### config.mk
export PLATFORM = sky130hd
export DESIGN_NAME = double_hash_table
export DESIGN_NICKNAME = d
export VERILOG_FILES = /design/src/design/dht_pkg.sv /design/src/design/dht_queue.sv /design/src/design/dht_front.sv /design/src/design/dht_back.sv /design/src/design/double_hash_table.sv
export SDC_FILE = /design/constraint.sdc
export NUM_CORES = 1
export LEC_CHECK = 0
export BUFFER_PORTS_ARGS = -buffer_cell sky130_fd_sc_hd__buf_2
export CAP_MARGIN = 30
export CORE_AREA = 3 3 240 242
export CTS_BUF_LIST = sky130_fd_sc_hd__clkbuf_16
export CTS_CLUSTER_DIAMETER = 30
export DETAILED_ROUTE_END_ITERATION = 16
export DIE_AREA = 0 0 243 245
export GPL_TIMING_DRIVEN = 0
export PLACE_DENSITY = 0.78
export SETUP_SLACK_MARGIN = 0.2
export SYNTH_ARGS = -nofsm -noshare
export SYNTH_HDL_FRONTEND = slang
export SYNTH_SLANG_ARGS = --single-unit
### constraint.sdc
create_clock -name clk -period 13.3 [get_ports clk]
set_clock_uncertainty 0.15 [all_clocks]
set_input_delay 3.99 -clock clk [delete_from_list [all_inputs] [get_ports clk]]
set_output_delay 3.99 -clock clk [all_outputs]
set_load 0.005 [all_outputs]
### src/design/dht_pkg.sv
package dht_pkg;

  localparam int OP_W     = 2;
  localparam int KEY_W    = 16;
  localparam int REC_W    = 32;
  localparam int SLOT_FW  = 3;   // slot and slot_index field width
  localparam int STATUS_W = 2;
  localparam int CNT_W    = 3;

  localparam logic [CNT_W-1:0] CNT_MAX = '1;

  localparam logic [OP_W-1:0] OP_INSERT = 2'd0;
  localparam logic [OP_W-1:0] OP_DELETE = 2'd1;
  localparam logic [OP_W-1:0] OP_READ   = 2'd2;

  localparam logic [STATUS_W-1:0] STATUS_DONE      = 2'd0;
  localparam logic [STATUS_W-1:0] STATUS_FULL      = 2'd1;
  localparam logic [STATUS_W-1:0] STATUS_NOT_FOUND = 2'd2;

  typedef struct packed {
    logic [OP_W-1:0]    op;
    logic [KEY_W-1:0]   key;
    logic [REC_W-1:0]   record;
    logic [SLOT_FW-1:0] slot;
  } dht_item_t;

  typedef struct packed {
    logic [STATUS_W-1:0] status;
    logic [SLOT_FW-1:0]  slot_index;
    logic                slot_valid;
    logic [KEY_W-1:0]    key_out;
    logic [REC_W-1:0]    record_out;
    logic [CNT_W-1:0]    removed_count;
  } dht_result_t;

endpackage

### src/design/dht_queue.sv
module dht_queue #(
  parameter int W     = 8,
  parameter int DEPTH = 2
) (
  input  logic         clk,
  input  logic         rst_n,
  input  logic         push_valid,
  output logic         push_ready,
  input  logic [W-1:0] push_data,
  output logic         pop_valid,
  input  logic         pop_ready,
  output logic [W-1:0] pop_data
);

  localparam int PW = (DEPTH > 1) ? $clog2(DEPTH) : 1;
  localparam int CW = $clog2(DEPTH + 1);
  localparam logic [PW-1:0] PTR_LAST = PW'(DEPTH - 1);
  localparam logic [CW-1:0] CNT_FULL = CW'(DEPTH);

  logic [W-1:0]  mem_r [DEPTH];
  logic [PW-1:0] wr_ptr_r, rd_ptr_r;
  logic [CW-1:0] count_r;
  logic          do_push, do_pop;

  assign push_ready = (count_r != CNT_FULL);
  assign pop_valid  = (count_r != '0);
  assign pop_data   = mem_r[rd_ptr_r];
  assign do_push    = push_valid && push_ready;
  assign do_pop     = pop_valid && pop_ready;

  always_ff @(posedge clk) begin
    if (do_push) begin
      mem_r[wr_ptr_r] <= push_data;
    end
  end

  always_ff @(posedge clk) begin
    if (!rst_n) begin
      wr_ptr_r <= '0;
      rd_ptr_r <= '0;
      count_r  <= '0;
    end else begin
      if (do_push) begin
        wr_ptr_r <= (wr_ptr_r == PTR_LAST) ? '0 : wr_ptr_r + 1'b1;
      end
      if (do_pop) begin
        rd_ptr_r <= (rd_ptr_r == PTR_LAST) ? '0 : rd_ptr_r + 1'b1;
      end
      unique case ({do_push, do_pop})
        2'b10:   count_r <= count_r + 1'b1;
        2'b01:   count_r <= count_r - 1'b1;
        default: count_r <= count_r;
      endcase
    end
  end

endmodule

### src/design/dht_front.sv
module dht_front #(
  parameter int TABLE_SIZE   = 7,
  parameter int STEP_MODULUS = 5,
  parameter int SLOT_W       = 3,
  parameter int STEP_W       = 3
) (
  input  logic               clk,
  input  logic               rst_n,
  input  logic               in_valid,
  output logic               in_ready,
  input  dht_pkg::dht_item_t in_item,
  output logic               push_valid,
  input  logic               push_ready,
  output dht_pkg::dht_item_t push_item,
  output logic [SLOT_W-1:0]  push_home,
  output logic [SLOT_W-1:0]  push_step
);

  import dht_pkg::*;

  // floor(2^32/M)+1: exact quotient for operands below 2^16, M below 2^8
  localparam logic [32:0] RECIP_TS = 33'((64'd1 << 32) / TABLE_SIZE + 1);
  localparam logic [32:0] RECIP_SM = 33'((64'd1 << 32) / STEP_MODULUS + 1);
  localparam int PKW = KEY_W + 33;
  localparam int PSW = STEP_W + 33;

  typedef enum logic [2:0] {F_IDLE, F_QUOT, F_REM, F_QUOT2, F_PUSH} fstate_t;

  fstate_t            state_r;
  dht_item_t          item_r;
  logic [KEY_W-1:0]   qh_r, qs_r;
  logic [STEP_W-1:0]  q2_r, step_r;
  logic [SLOT_W-1:0]  home_r;

  logic [PKW-1:0]     prod_h, prod_s;
  logic [PSW-1:0]     prod_2;
  logic [KEY_W-1:0]   rem_h, rem_s;
  logic [STEP_W-1:0]  step_raw, rem_2;

  assign prod_h   = PKW'(item_r.key) * PKW'(RECIP_TS);
  assign prod_s   = PKW'(item_r.key) * PKW'(RECIP_SM);
  assign rem_h    = item_r.key - KEY_W'(qh_r * KEY_W'(TABLE_SIZE));
  assign rem_s    = item_r.key - KEY_W'(qs_r * KEY_W'(STEP_MODULUS));
  assign step_raw = STEP_W'(rem_s);
  assign prod_2   = PSW'(step_r) * PSW'(RECIP_TS);
  assign rem_2    = step_r - STEP_W'(q2_r * STEP_W'(TABLE_SIZE));

  assign in_ready   = (state_r == F_IDLE);
  assign push_valid = (state_r == F_PUSH);
  assign push_item  = item_r;
  assign push_home  = home_r;
  assign push_step  = SLOT_W'(rem_2);

  always_ff @(posedge clk) begin
    if (!rst_n) begin
      state_r <= F_IDLE;
    end else begin
      unique case (state_r)
        F_IDLE: if (in_valid) begin
          item_r  <= in_item;
          state_r <= F_QUOT;
        end
        F_QUOT: begin
          qh_r    <= prod_h[32 +: KEY_W];
          qs_r    <= prod_s[32 +: KEY_W];
          state_r <= F_REM;
        end
        F_REM: begin
          home_r  <= SLOT_W'(rem_h);
          // zero step would never move off the home slot
          step_r  <= (step_raw == '0) ? STEP_W'(1) : step_raw;
          state_r <= F_QUOT2;
        end
        F_QUOT2: begin
          q2_r    <= prod_2[32 +: STEP_W];
          state_r <= F_PUSH;
        end
        F_PUSH: if (push_ready) begin
          state_r <= F_IDLE;
        end
        default: state_r <= F_IDLE;
      endcase
    end
  end

endmodule

### src/design/dht_back.sv
module dht_back #(
  parameter int TABLE_SIZE = 7,
  parameter int SLOT_W     = 3
) (
  input  logic                 clk,
  input  logic                 rst_n,
  input  logic                 pop_valid,
  output logic                 pop_ready,
  input  dht_pkg::dht_item_t   pop_item,
  input  logic [SLOT_W-1:0]    pop_home,
  input  logic [SLOT_W-1:0]    pop_step,
  output logic                 out_valid,
  input  logic                 out_ready,
  output dht_pkg::dht_result_t out_res
);

  import dht_pkg::*;

  localparam int JW = $clog2(TABLE_SIZE + 1);
  localparam logic [JW-1:0]     J_END     = JW'(TABLE_SIZE);
  localparam logic [SLOT_W-1:0] PROBE_LAST = SLOT_W'(TABLE_SIZE - 1);
  localparam logic [SLOT_W:0]   TS_WIDE   = (SLOT_W+1)'(TABLE_SIZE);

  typedef enum logic [2:0] {B_IDLE, B_INS, B_DEL, B_RD, B_EMIT} bstate_t;

  bstate_t           state_r;
  logic [TABLE_SIZE-1:0] valid_r;
  dht_item_t         item_r;
  logic              in_range_r;
  logic [SLOT_W-1:0] p_r, step_r, i_r, chk_idx_r;
  logic [JW-1:0]     j_r;
  logic              chk_v_r;
  dht_result_t       res_r, out_r;
  logic              out_valid_r;

  logic [KEY_W-1:0]  key_mem [TABLE_SIZE];
  logic [REC_W-1:0]  rec_mem [TABLE_SIZE];
  logic [KEY_W-1:0]  key_rd_r;
  logic [REC_W-1:0]  rec_rd_r;
  logic [SLOT_W-1:0] raddr, rd_idx;
  logic              mem_we, pop_in_range, del_hit, rd_hit, emit_go;
  logic [SLOT_W:0]   p_sum;
  logic [SLOT_W-1:0] p_next;
  logic [SLOT_FW-1:0] init_idx;
  dht_result_t       res_init;

  assign pop_ready    = (state_r == B_IDLE);
  assign out_valid    = out_valid_r;
  assign out_res      = out_r;

  assign pop_in_range = (32'(pop_item.slot) < TABLE_SIZE);
  assign rd_idx       = pop_in_range ? SLOT_W'(pop_item.slot) : '0;
  assign raddr        = (state_r == B_DEL) ? ((j_r < J_END) ? SLOT_W'(j_r) : '0) : rd_idx;
  assign mem_we       = (state_r == B_INS) && !valid_r[p_r];

  assign p_sum  = {1'b0, p_r} + {1'b0, step_r};
  assign p_next = (p_sum >= TS_WIDE) ? SLOT_W'(p_sum - TS_WIDE) : SLOT_W'(p_sum);

  assign del_hit = chk_v_r && valid_r[chk_idx_r] && (key_rd_r == item_r.key);
  assign rd_hit  = in_range_r && valid_r[p_r];
  assign emit_go = (state_r == B_EMIT) && (!out_valid_r || out_ready);

  // read reports the requested slot index, everything else starts at zero
  assign init_idx = (pop_item.op == OP_READ) ? pop_item.slot : '0;

  always_comb begin
    res_init            = '0;
    res_init.slot_index = init_idx;
  end

  always_ff @(posedge clk) begin
    if (mem_we) begin
      key_mem[p_r] <= item_r.key;
      rec_mem[p_r] <= item_r.record;
    end
    key_rd_r <= key_mem[raddr];
    rec_rd_r <= rec_mem[raddr];
  end

  always_ff @(posedge clk) begin
    if (!rst_n) begin
      state_r     <= B_IDLE;
      valid_r     <= '0;
      chk_v_r     <= 1'b0;
      out_valid_r <= 1'b0;
    end else begin
      if (emit_go) begin
        out_valid_r <= 1'b1;
      end else if (out_ready) begin
        out_valid_r <= 1'b0;
      end
      unique case (state_r)
        B_IDLE: if (pop_valid) begin
          item_r     <= pop_item;
          in_range_r <= pop_in_range;
          step_r     <= pop_step;
          i_r        <= '0;
          j_r        <= '0;
          res_r      <= res_init;
          p_r        <= (pop_item.op == OP_READ) ? rd_idx : pop_home;
          unique case (pop_item.op)
            OP_INSERT: state_r <= B_INS;
            OP_DELETE: state_r <= B_DEL;
            OP_READ:   state_r <= B_RD;
            default:   state_r <= B_EMIT;
          endcase
        end
        B_INS: begin
          priority if (!valid_r[p_r]) begin
            valid_r[p_r]     <= 1'b1;
            res_r.slot_index <= SLOT_FW'(p_r);
            state_r          <= B_EMIT;
          end else if (i_r == PROBE_LAST) begin
            res_r.status <= STATUS_FULL;
            state_r      <= B_EMIT;
          end else begin
            p_r <= p_next;
            i_r <= i_r + 1'b1;
          end
        end
        B_DEL: begin
          // read slot j, compare it in the next cycle
          chk_v_r <= (j_r < J_END);
          if (j_r < J_END) begin
            chk_idx_r <= SLOT_W'(j_r);
            j_r       <= j_r + 1'b1;
          end
          if (del_hit) begin
            valid_r[chk_idx_r] <= 1'b0;
            if (res_r.removed_count != CNT_MAX) begin
              res_r.removed_count <= res_r.removed_count + 1'b1;
            end
          end
          if (j_r == J_END) begin
            if (res_r.removed_count == '0 && !del_hit) begin
              res_r.status <= STATUS_NOT_FOUND;
            end
            state_r <= B_EMIT;
          end
        end
        B_RD: begin
          res_r.slot_valid <= rd_hit;
          res_r.key_out    <= rd_hit ? key_rd_r : '0;
          res_r.record_out <= rd_hit ? rec_rd_r : '0;
          state_r          <= B_EMIT;
        end
        B_EMIT: if (emit_go) begin
          out_r   <= res_r;
          state_r <= B_IDLE;
        end
        default: state_r <= B_IDLE;
      endcase
    end
  end

endmodule

### src/design/double_hash_table.sv
// Double-hashing hash table of TABLE_SIZE slots, one result word per request word.
// Op insert probes (key mod TABLE_SIZE + i*step) mod TABLE_SIZE, step = key mod
// STEP_MODULUS (zero taken as 1), writes key and record into the first empty slot
// and returns its index, or status full after TABLE_SIZE probes. Op delete clears
// every valid slot holding the key and returns the count (saturating at 7), or
// status not-found. Op read returns a slot's valid flag, key and record; a slot
// past the table reads empty. Op 3 returns all zeros. Equal keys may be stored
// more than once. The table is empty after reset; there is no clearing pass.
// A front end takes a word and works out home slot and step with reciprocal
// multiplies, then hands it through a 2-word queue to the back end, which owns
// the table. The back end picks up the word, then probes for an insert (one
// slot per cycle), scans every slot for a delete (the key store's registered
// read port scans one slot per cycle), reads the slot for a read and does no
// table work for op 3, then loads the output register. The front end works on
// the next word meanwhile, so back-to-back words are bound by whichever end is
// slower for that word. The output register lets new words enter while a
// result waits on out_ready.
module double_hash_table #(
  parameter int TABLE_SIZE   = 7,
  parameter int STEP_MODULUS = 5
) (
  input  logic                           clk,
  input  logic                           rst_n,
  // request channel
  input  logic                           in_valid,
  output logic                           in_ready,
  input  logic [dht_pkg::OP_W-1:0]       in_op,
  input  logic [dht_pkg::KEY_W-1:0]      in_key,
  input  logic [dht_pkg::REC_W-1:0]      in_record,
  input  logic [dht_pkg::SLOT_FW-1:0]    in_slot,
  // result channel
  output logic                           out_valid,
  input  logic                           out_ready,
  output logic [dht_pkg::STATUS_W-1:0]   out_status,
  output logic [dht_pkg::SLOT_FW-1:0]    out_slot_index,
  output logic                           out_slot_valid,
  output logic [dht_pkg::KEY_W-1:0]      out_key_out,
  output logic [dht_pkg::REC_W-1:0]      out_record_out,
  output logic [dht_pkg::CNT_W-1:0]      out_removed_count
);

  import dht_pkg::*;

  localparam int SLOT_W      = $clog2(TABLE_SIZE);
  localparam int STEP_W      = $clog2(STEP_MODULUS + 1);
  localparam int QUEUE_DEPTH = 2;
  localparam int QW          = 2 * SLOT_W + $bits(dht_item_t);

  dht_item_t         in_item, f_item, q_item;
  logic              f_valid, f_ready, q_valid, q_ready;
  logic [SLOT_W-1:0] f_home, f_step, q_home, q_step;
  logic [QW-1:0]     q_push_data, q_pop_data;
  dht_result_t       res;

  assign in_item = '{op: in_op, key: in_key, record: in_record, slot: in_slot};

  // front: takes words, computes home slot and probe step
  dht_front #(
    .TABLE_SIZE   (TABLE_SIZE),
    .STEP_MODULUS (STEP_MODULUS),
    .SLOT_W       (SLOT_W),
    .STEP_W       (STEP_W)
  ) u_front (
    .clk        (clk),
    .rst_n      (rst_n),
    .in_valid   (in_valid),
    .in_ready   (in_ready),
    .in_item    (in_item),
    .push_valid (f_valid),
    .push_ready (f_ready),
    .push_item  (f_item),
    .push_home  (f_home),
    .push_step  (f_step)
  );

  assign q_push_data = {f_home, f_step, f_item};
  assign {q_home, q_step, q_item} = q_pop_data;

  // decouples hashing from table access
  dht_queue #(
    .W     (QW),
    .DEPTH (QUEUE_DEPTH)
  ) u_queue (
    .clk        (clk),
    .rst_n      (rst_n),
    .push_valid (f_valid),
    .push_ready (f_ready),
    .push_data  (q_push_data),
    .pop_valid  (q_valid),
    .pop_ready  (q_ready),
    .pop_data   (q_pop_data)
  );

  // back: owns valid bits and key/record store, runs probe and scan loops
  dht_back #(
    .TABLE_SIZE (TABLE_SIZE),
    .SLOT_W     (SLOT_W)
  ) u_back (
    .clk       (clk),
    .rst_n     (rst_n),
    .pop_valid (q_valid),
    .pop_ready (q_ready),
    .pop_item  (q_item),
    .pop_home  (q_home),
    .pop_step  (q_step),
    .out_valid (out_valid),
    .out_ready (out_ready),
    .out_res   (res)
  );

  assign out_status        = res.status;
  assign out_slot_index    = res.slot_index;
  assign out_slot_valid    = res.slot_valid;
  assign out_key_out       = res.key_out;
  assign out_record_out    = res.record_out;
  assign out_removed_count = res.removed_count;

endmodule

# [After elaboration in Yosys (flattened, before gate mapping)]
# Memories as Yosys holds them, arrays and structs flattened. A register that Yosys moved wholly into a read port is not among the register bits.
# Cells that the tools add are included.
[classes] n_reduce_logical=43 bitwise=3 n_mux=62 add_sub_neg=12 n_eq_ne=31 n_lt_le_gt_ge=7 n_mul=6
[op_table] operator="one-hot mux 49 bit (2 select lines)" n=1
[op_table] operator="2-to-1 mux 3 bit" n=23
[op_table] operator="2-to-1 mux 57 bit" n=1
[op_table] operator="multiplier 16 x 30 -> 46 bit (second input constant)" n=1
[op_table] operator="multiplier 16 x 28 -> 44 bit (second input constant)" n=1
[op_table] operator="multiplier 3 x 30 -> 33 bit (second input constant)" n=1
[op_table] operator="2-to-1 mux 32 bit" n=1
[op_table] operator="one-hot mux 3 bit (2 select lines)" n=5
[op_table] operator="one-hot mux 3 bit (5 select lines)" n=2
[op_table] operator="multiplier 14 x 3 -> 3 bit (second input constant)" n=2
[op_table] operator="inequality test 2 bit (second input constant)" n=11
[op_table] operator="AND reduction 3 bit" n=6
[op_table] operator="== test 16 bit" n=1
[op_table] operator="2-to-1 mux 16 bit" n=1
[op_table] operator="2-to-1 mux 1 bit" n=14
[op_table] operator="2-to-1 mux 7 bit" n=2
[op_table] operator="one-hot mux 7 bit (2 select lines)" n=1
[op_table] operator="nonzero test 2 bit" n=7
[op_table] operator="== test 3 x 2 -> 1 bit (second input constant)" n=4
[op_table] operator="== test 3 bit (second input constant)" n=4
[op_table] operator="logical NOT 3 bit" n=4
[op_table] operator="AND reduction 4 bit" n=3
[op_table] operator="logical AND 1 bit" n=10
[op_table] operator="AND reduction 5 bit" n=2
[op_table] operator="other kinds (32)" n=56
[totals] reg_bits=285 n_memories=3 output_inout_bits=59 ram_bits=454 wordCells=204 input_bits=57
[mem_list] name="u_back.rec_mem" words=7 width=32 read_ports=1 rd_clocked_by_memory_dff=1 wr=1 line="dht_back.sv:37" source="logic [REC_W-1:0] rec_mem [TABLE_SIZE];"
[mem_list] name="u_queue.mem_r" words=2 width=59 read_ports=1 rd_clocked_by_memory_dff=1 wr=1 line="dht_queue.sv:20" source="logic [W-1:0] mem_r [DEPTH];"
[mem_list] name="u_back.key_mem" words=7 width=16 read_ports=1 rd_clocked_by_memory_dff=1 wr=1 line="dht_back.sv:36" source="logic [KEY_W-1:0] key_mem [TABLE_SIZE];"

# [Depth between registers and ports, before layout]
# Gate-level depths: netlist of run 1.
[logic_depth] word_depth=9 mapped_depth=20 mapped_depth_nobuf=20

# [By module]
# From an unflattened synthesis of run 1, not the netlist that was laid out.
[unflattened] hier_cells=2146 hier_area_um2=34156.5
[by_module_without_submodules] module="dht_back" instances=1 seq_area_each_um2=16636.0 cells_per_inst=1178 area_per_inst_um2=21116.5
[by_module_without_submodules] module="dht_front" instances=1 seq_area_each_um2=2042.0 cells_per_inst=760 area_per_inst_um2=8550.7
[by_module_without_submodules] module="dht_queue" instances=1 seq_area_each_um2=3643.5 cells_per_inst=208 area_per_inst_um2=4489.3

# [Worst setup path after synthesis of run 1]
# Ideal clock, no wire load.
[synth_timing] path_type="in2reg" from="in rst_n" to="reg u_back.res_r[10] (netlist name) (enable)" n_path_buf=2 setup_time_ns=0.531 arrival_time_ns=8.049 t_required_ns=12.619 path_stages=3 path_slack_ns=4.570 cell_sequence="clkbuf_1 clkbuf_1 a21boi_0"
[synth_between] elab_chain_cells=1
[synth_lines] item="from (decl)" line="double_hash_table.sv:23" source="input logic rst_n,"
[synth_lines] item="AND reduction 3 bit (no line)"
[synth_lines] item="to (signal assigned)" line="dht_back.sv:99" source="res_r <= res_init;"
[synth_lines] item="to (decl)" line="dht_back.sv:33" source="dht_result_t res_r, out_r;"
# Every way passes these cells.
# A chain may end at the register's enable or synchronous reset.

# [Final worst setup path of run 1]
[layout_timing] from="reg u_front.item_r (netlist bit u_front.push_item[37])" to="reg u_front.qs_r[2] (data pin)"
[layout_between] elab_chain_cells=1
[layout_lines] item="from (decl)" line="dht_front.sv:30" source="dht_item_t item_r;"
[layout_lines] item="from (signal assigned)" line="dht_front.sv:60" source="item_r <= in_item;"
[layout_lines] item="multiplier 16 x 28 -> 44 bit" line="dht_front.sv:41" source="assign prod_s = PKW'(item_r.key) * PKW'(RECIP_SM);"
[layout_lines] item="net u_front.prod_s[34]" line="dht_front.sv:35" source="logic [PKW-1:0] prod_h, prod_s;"
[layout_lines] item="to (signal assigned)" line="dht_front.sv:65" source="qs_r <= prod_s[32 +: KEY_W];"
[layout_lines] item="to (decl)" line="dht_front.sv:31" source="logic [KEY_W-1:0] qh_r, qs_r;"
# The timed path passes the listed nets, and every way through them passes these cells.

==> results of run 1 <==
-- how the worst max path moves through the flow --
stage | startpoint | endpoint | slack (ps) | cells after the start
6_report | u_front.push_item[37] | u_front.qs_r[2] | 7080 | 18
5_1_grt | u_front.push_item[37] | u_front.qs_r[2] | 6790 | 18
4_1_cts | u_front.push_item[37] | u_front.qs_r[2] | 7060 | 18
3_5_place_dp | rst_n | u_back.out_res[28] | 6710 | 6
3_3_place_gp | u_back.state_r[1] | u_back.valid_r[2] | 1810 | 8
2_1_floorplan | rst_n | u_back.res_r[10] | 4570 | 3
-- cell type report --
type                            count  area (sq um)  share of cell area
Tap cell                          748           936              0.0233
Clock buffer                      117          2930              0.0730
Multi-Input combinational cell   1023         10300               0.257
Inverter                          238           898              0.0224
Buffer                             65           474              0.0118
Clock inverter                    102          1170              0.0292
Sequential cell                   766         22300               0.557
Timing Repair Buffer              151          1070              0.0266
-- power groups by stage --
stage          Combinational [mW]  Sequential [mW]  Clock [mW]
2_1_floorplan                1.85             3.08           0
3_5_place_dp                 2.55             3.13           0
6_report                     2.59             3.09        3.10
4_1_cts                      2.60             3.09        3.13
3_3_place_gp                 2.42             3.14           0
5_1_grt                      2.88             3.11        3.25
-- worst max-delay path: cells and delay by family, from the launching register on --
| kind | cells | cell delay, ps |
|---|---|---|
| adder cells (fa/ha/maj) | 7 | 3280 |
| flip-flops | 1 | 870 |
| AO/OA/AOI/OAI | 4 | 790 |
| buffers and inverters | 4 | 360 |
| AND/OR/NAND/NOR | 2 | 300 |
| XOR/XNOR | 1 | 160 |
-- metal layers --
layer | share of wire | wire length, um | track usage | vias up
li1 | - | - | - | 8274
met1 | 0.39 | 28200 | 0.312 | 9400
met2 | 0.52 | 37200 | 0.434 | 688
met3 | 0.059 | 4250 | 0.0385 | 157
met4 | 0.034 | 2430 | 0.100 | 0
met5 | 0 | 0 | 0 | -
-- synth_stat cells (all sizes together) (40+ instances only) --
library cell / n / area, sq um
ha: 190 / 2380
fa: 115 / 2300
and2: 56 / 350
a211o: 49 / 429
edfxtp: 698 / 21000
xnor2: 40 / 350
o221ai: 49 / 429
nor2: 82 / 315
dfxtp: 68 / 1360
mux2: 52 / 586
inv: 238 / 898
mux2i: 154 / 1540
-- cell families (layout without fill, tap and decap cells) --
family	Yosys count	in the layout
AO/OA/AOI/OAI	221	221
XOR/XNOR	52	52
adder cells (fa/ha/maj)	305	305
buffers and inverters	303	673
flip-flops	766	766
multiplexers	208	208
AND/OR/NAND/NOR	237	237
-- cell usage in the layout, fill, tap and decap left out, drive strengths merged, types with 12 or more instances in the layout --
cell	count
xnor2	40
fa	115
clkbuf	144
mux2i	154
a21oi	27
and2	56
clkinvlp	12
edfxtp	698
clkinv	48
mux2	52
buf	189
a211o	49
bufinv	17
xor2	12
o221ai	49
dfxtp	68
inv	263
o21ai	28
nand2	33
ha	190
nor2	82
-- flip-flops by register name, summed over array words and instances, names as in the netlist, 7 cells and up, named ones only --
register           count
u_back.item_r         48
u_back.res_r          57
u_back.valid_r         7
u_back.key_mem       112
u_queue.mem_r        118
u_back.out_res        57
u_back.rec_mem       224
u_back.rec_rd_r       32
u_back.key_rd_r       16
u_front.push_item     53
-- stage by stage --
stage / cell area (sq um) / worst slack (ps)
global route: 40100 / 6790
global placement: 35400 / 1810
detailed placement: 36000 / 6710
CTS: 40100 / 7060
finish: 40100 / 7080
floorplan: 33900 / 4570
==> impl_metrics.tcl, run 1 <==
set metrics [dict create \
    cp_data_required_time_ps 13510 \
    via_count 18500 \
    crit_path_start_kind "register" \
    place_inst 2991 \
    fin_hold_ws_ps 262 \
    dieArea_sq_um 59500 \
    ioPinCount 116 \
    final_cells 3210 \
    cts_hold_buf 0 \
    rsz0062_at_grt "false" \
    synth_xor_area_frac 0.0134 \
    cts_root_buf "clkbuf_16" \
    synth-seq-area-share 0.658 \
    yosys.area_share.adder 0.138 \
    power_frac_comb 0.295 \
    reg2reg_depth 18 \
    synth_nets 2454 \
    drc 0 \
    cp-end-kind "register" \
    crit_path_top_delay_cell "edfxtp_1" \
    synth_compound_area_frac 0.0501 \
    crit_arrival_ps 6430 \
    io_buffers 115 \
    cts_resized 0 \
    clockBufferDepth 3 \
    drive_above_1_share 0.189 \
    h-tree-depth 3 \
    crit_top_cell "fa_1" \
    wl_mm 72.1 \
    min-delay-start "u_back.res_r[16]" \
    synth.cell_area_sq_um 33900 \
    hold_path_end "u_back.out_res[16]" \
    yosys.area_share.simple 0.0355 \
    cts_made_buffers 115 \
    core-area_sq_um 55300 \
    antenna_left 0 \
    clk_pin_slew_ps 50 \
    p_leak_nw 15.8 \
    outcome "finished, final reports clean" \
    synth-edff-count 698 \
    max_freq_mhz 161 \
    post-cts-setup-buffers 0 \
    areaGrowthSynthToFinish_pct 18.3 \
    regToRegEndpoint "u_front.qs_r[2]" \
    diodes 0 \
    grt_start_max_net_pins 54 \
    cts.sinks 766 \
    synthMuxAreaShare 0.0641 \
    critical_path_peak_fanout 11 \
    post-route-period-util 0.468 \
    worst_ir_drop_vdd_mv 0.178 \
    pwr-share-clk 0.353 \
    wl_per_cell_um 22.5 \
    finalHoldViolCount 0 \
    fin_crit_ps 6220 \
    worst-setup-path-type "register to register" \
    crit_path_max_incr_delay_ps 870 \
    async_flop_share 0 \
    swShare 0.318 \
    insertion_delay_ps 680 \
    syn_inst 2092 \
    utilization 0.725 \
    nFillCells 3284 \
    die_h_um 245 \
    setup_tns_ps 0 \
    track_usage 0.248 \
    synth_ff_type "edfxtp_1" \
    avgSynthCellArea_sq_um 16.2 \
    grt_pass1_wl_mm 113 \
    setup_viol 0 \
    hpwl_mm 47.3 \
    antenna_found_initial 0 \
    crit_path_cell_trace "ha_1 > inv_1 > fa_1 > inv_1 > fa_1 > fa_1 > inv_1 > fa_1 > fa_1 > inv_1 > ha_1 > and3_1 > a31oi_1 > nand2_1 > a311oi_1 > o21a_1 > o21ai_0 > xnor2_1" \
    powerDensity_nw_per_um2 219 \
    initial_core_util 0.613 \
    pwr-share-seq 0.352 \
    yosysWarnings 0 \
    cts_tree "built" \
    grt_pass1_vias 20100 \
    maxSlewHeadroom 0.336 \
    internal_power_mw 5.99 \
    overflow 0 \
    min_path_cells 0 \
    synth_top_family_by_area "adder cells" \
    rows 86 \
    power.total_mw 8.79 \
    ys_types 62 \
    die_w_um 243 \
    final_nets 2722 \
    gp_congestion 0.853 \
    synth-seq-cells 766 \
    switchingPower_mw 2.79 \
    hp-class "register to register" \
    r2r_start "u_front.push_item[37]" \
    first_pass_iters 5 \
    avgViaCountPerCell 5.77 \
    drv_slew 0 \
    cap_violations 0 \
    drtIter0Drc 1517 \
    tightestPinTransition_ps 997 \
    rrSetupSlack_ps 7080 \
]
Note: power is estimated with default switching activity, not from simulation.
==> inputs of run 2 (changes only) <==
--- a/config.mk
+++ b/config.mk
@@ -7,13 +7,13 @@
 export LEC_CHECK = 0
 export BUFFER_PORTS_ARGS = -buffer_cell sky130_fd_sc_hd__buf_2
 export CAP_MARGIN = 30
-export CORE_AREA = 3 3 240 242
+export CORE_AREA = 3 3 251 253
 export CTS_BUF_LIST = sky130_fd_sc_hd__clkbuf_16
 export CTS_CLUSTER_DIAMETER = 30
 export DETAILED_ROUTE_END_ITERATION = 16
-export DIE_AREA = 0 0 243 245
+export DIE_AREA = 0 0 254 256
 export GPL_TIMING_DRIVEN = 0
-export PLACE_DENSITY = 0.78
+export PLACE_DENSITY = 0.75
 export SETUP_SLACK_MARGIN = 0.2
 export SYNTH_ARGS = -nofsm -noshare
 export SYNTH_HDL_FRONTEND = slang
==> constraint.sdc (replaced) <==
create_clock -name clk -period 5.7 [get_ports clk]
set_clock_uncertainty 0.15 [all_clocks]
set_input_delay 1.71 -clock clk [delete_from_list [all_inputs] [get_ports clk]]
set_output_delay 1.71 -clock clk [all_outputs]
set_load 0.005 [all_outputs]
==> run 2 against run 1 <==
Compared with the run above:
- final area rose by 2.1%
- total power rose by 140%
- cell count rose by 2.6%
- sequential cell count did not move
- largest cell class unchanged
- hold slack got worse by 27 ps
==> impl_metrics.tcl, run 2 (same netlist as run 1, synthesis figures left out) <==
set metrics [dict create \
    h-tree-depth 3 \
    setup_viol 0 \
    cp_data_required_time_ps 5950 \
    critical_path_peak_fanout 3 \
    cts.sinks 766 \
    grt_start_max_net_pins 49 \
    post-route-period-util 0.948 \
    ioPinCount 116 \
    initial_core_util 0.553 \
    reg.largest.list "u_back.rec_mem x224, u_queue.mem_r x118, u_back.key_mem x112" \
    insertion_delay_ps 700 \
    dp_slack_ps -377 \
    core-area_sq_um 61300 \
    cts_root_buf "clkbuf_16" \
    via_count 18600 \
    reg2reg_depth 19 \
    powerDensity_nw_per_um2 520 \
    cp-end-kind "register" \
    drive_above_1_share 0.212 \
    diodes 0 \
    clockBufferDepth 3 \
    cap_violations 0 \
    dieArea_sq_um 65000 \
    wl_mm 73.2 \
    final_common_cell "edfxtp_1" \
    tightestPinTransition_ps 952 \
    clk_pin_slew_ps 50 \
    drtIter0Drc 1387 \
    max_freq_mhz 185 \
    crit_path_start_kind "register" \
    utilization 0.668 \
    grt_pass1_vias 19800 \
    min_path_cells 0 \
    place_inst 3033 \
    setup_slack_ps 294 \
    grt_pass1_wl_mm 113 \
    setup_tns_ps 0 \
    avgViaCountPerCell 5.64 \
    top_register "u_back.rec_mem" \
    rsz0062_at_grt "true" \
    nFillCells 3974 \
    mostFrequentLayoutCells "698 x edfxtp_1, 245 x inv_1, 182 x ha_1" \
    crit_arrival_ps 5650 \
    outcome "finished, final reports clean" \
    overflow 0 \
    placed_area_sq_um 36100 \
    drc 0 \
    hpwl_mm 47.3 \
    power.total_mw 21.3 \
    fin_crit_ps 5410 \
    io_buffers 115 \
    die_h_um 256 \
    final_nets 2765 \
    drv_slew 0 \
    antenna_left 0 \
    p_leak_nw 16.2 \
    gp_congestion 0.853 \
    final_cells 3295 \
    rows 91 \
    areaGrowthSynthToFinish_pct 20.8 \
    final_cell_area_sq_um 40900 \
    worst_ir_drop_vdd_mv 0.295 \
    finalHoldViolCount 0 \
    hp-class "register to register" \
    first_pass_iters 5 \
    wl_per_cell_um 22.2 \
    worst-setup-path-type "register to register" \
    maxSlewHeadroom 0.362 \
    fin_hold_ws_ps 235 \
    track_usage 0.229 \
    die_w_um 254 \
    cts_tree "built" \
    cts_made_buffers 120 \
    antenna_found_initial 0 \
    largest_reg_flops 224 \
]
-- run 2: cell types whose count changed in the layout (fill, tap and decap cells not counted), sizes merged --
cell	delta
buf	+38
clkinv	-10
bufinv	+7
inv	+5
clkbuf	+4
clkinvlp	-1
-- run 2: final cells by class --
cell class / count / area (sq um) / share of cell area
plain buffers: 65 / 474 / 0.0116
clock buffers: 121 / 3030 / 0.0740
clock inverters: 103 / 1360 / 0.0332
inverters: 238 / 898 / 0.0219
multi-input cells: 1023 / 10500 / 0.256
flip-flops and latches: 766 / 22300 / 0.545
well taps: 790 / 988 / 0.0241
repair buffers: 189 / 1400 / 0.0343
-- run 2: what timing repair did --
item                                    in CTS  in global routing
endpoints found under the setup margin       5                  5
gates resized for setup                      8                 27
pin swaps                                    5                 20
endpoints found under the hold margin        0                  0
hold buffers                                 0                  0
gates cloned                                 0                  0
buffers inserted                            22                 16
-- run 2: routing by layer --
metal / GRT usage / routed length, um
met5: 0 / 0
met1: 0.287 / 28500
met4: 0.0873 / 2410
met3: 0.0385 / 4100
met2: 0.399 / 38100
-- run 2: worst paths after layout --
check	slack [ps]	from	end
setup / recovery	290	u_front.push_item[40]	u_front.qs_r[1]
hold / removal	240	u_back.res_r[33]	u_back.out_res[33]
setup reg to reg	290	u_front.push_item[40]	u_front.qs_r[1]
hold reg to reg	240	u_back.res_r[33]	u_back.out_res[33]
-- run 2: power breakdown --
group / internal [mW] / switching, mW / total [mW]
Sequential: 6.88 / 0.320 / 7.20
Combinational: 2.70 / 3.68 / 6.38
Clock: 5.01 / 2.67 / 7.68
-- run 2: critical path, stage by stage (launching register included) --
cell and delay [ps]:
edfxtp_1 400, buf_4 160, ha_1 170, inv_1 60, fa_1 590, inv_2 70
fa_1 500, fa_1 500, inv_1 70, fa_2 500, fa_1 550, inv_1 70
ha_4 270, and3_4 200, nand4_1 140, o211a_1 240, o21ai_0 140, a31oi_1 80
o21ai_0 170, o21ai_1 110
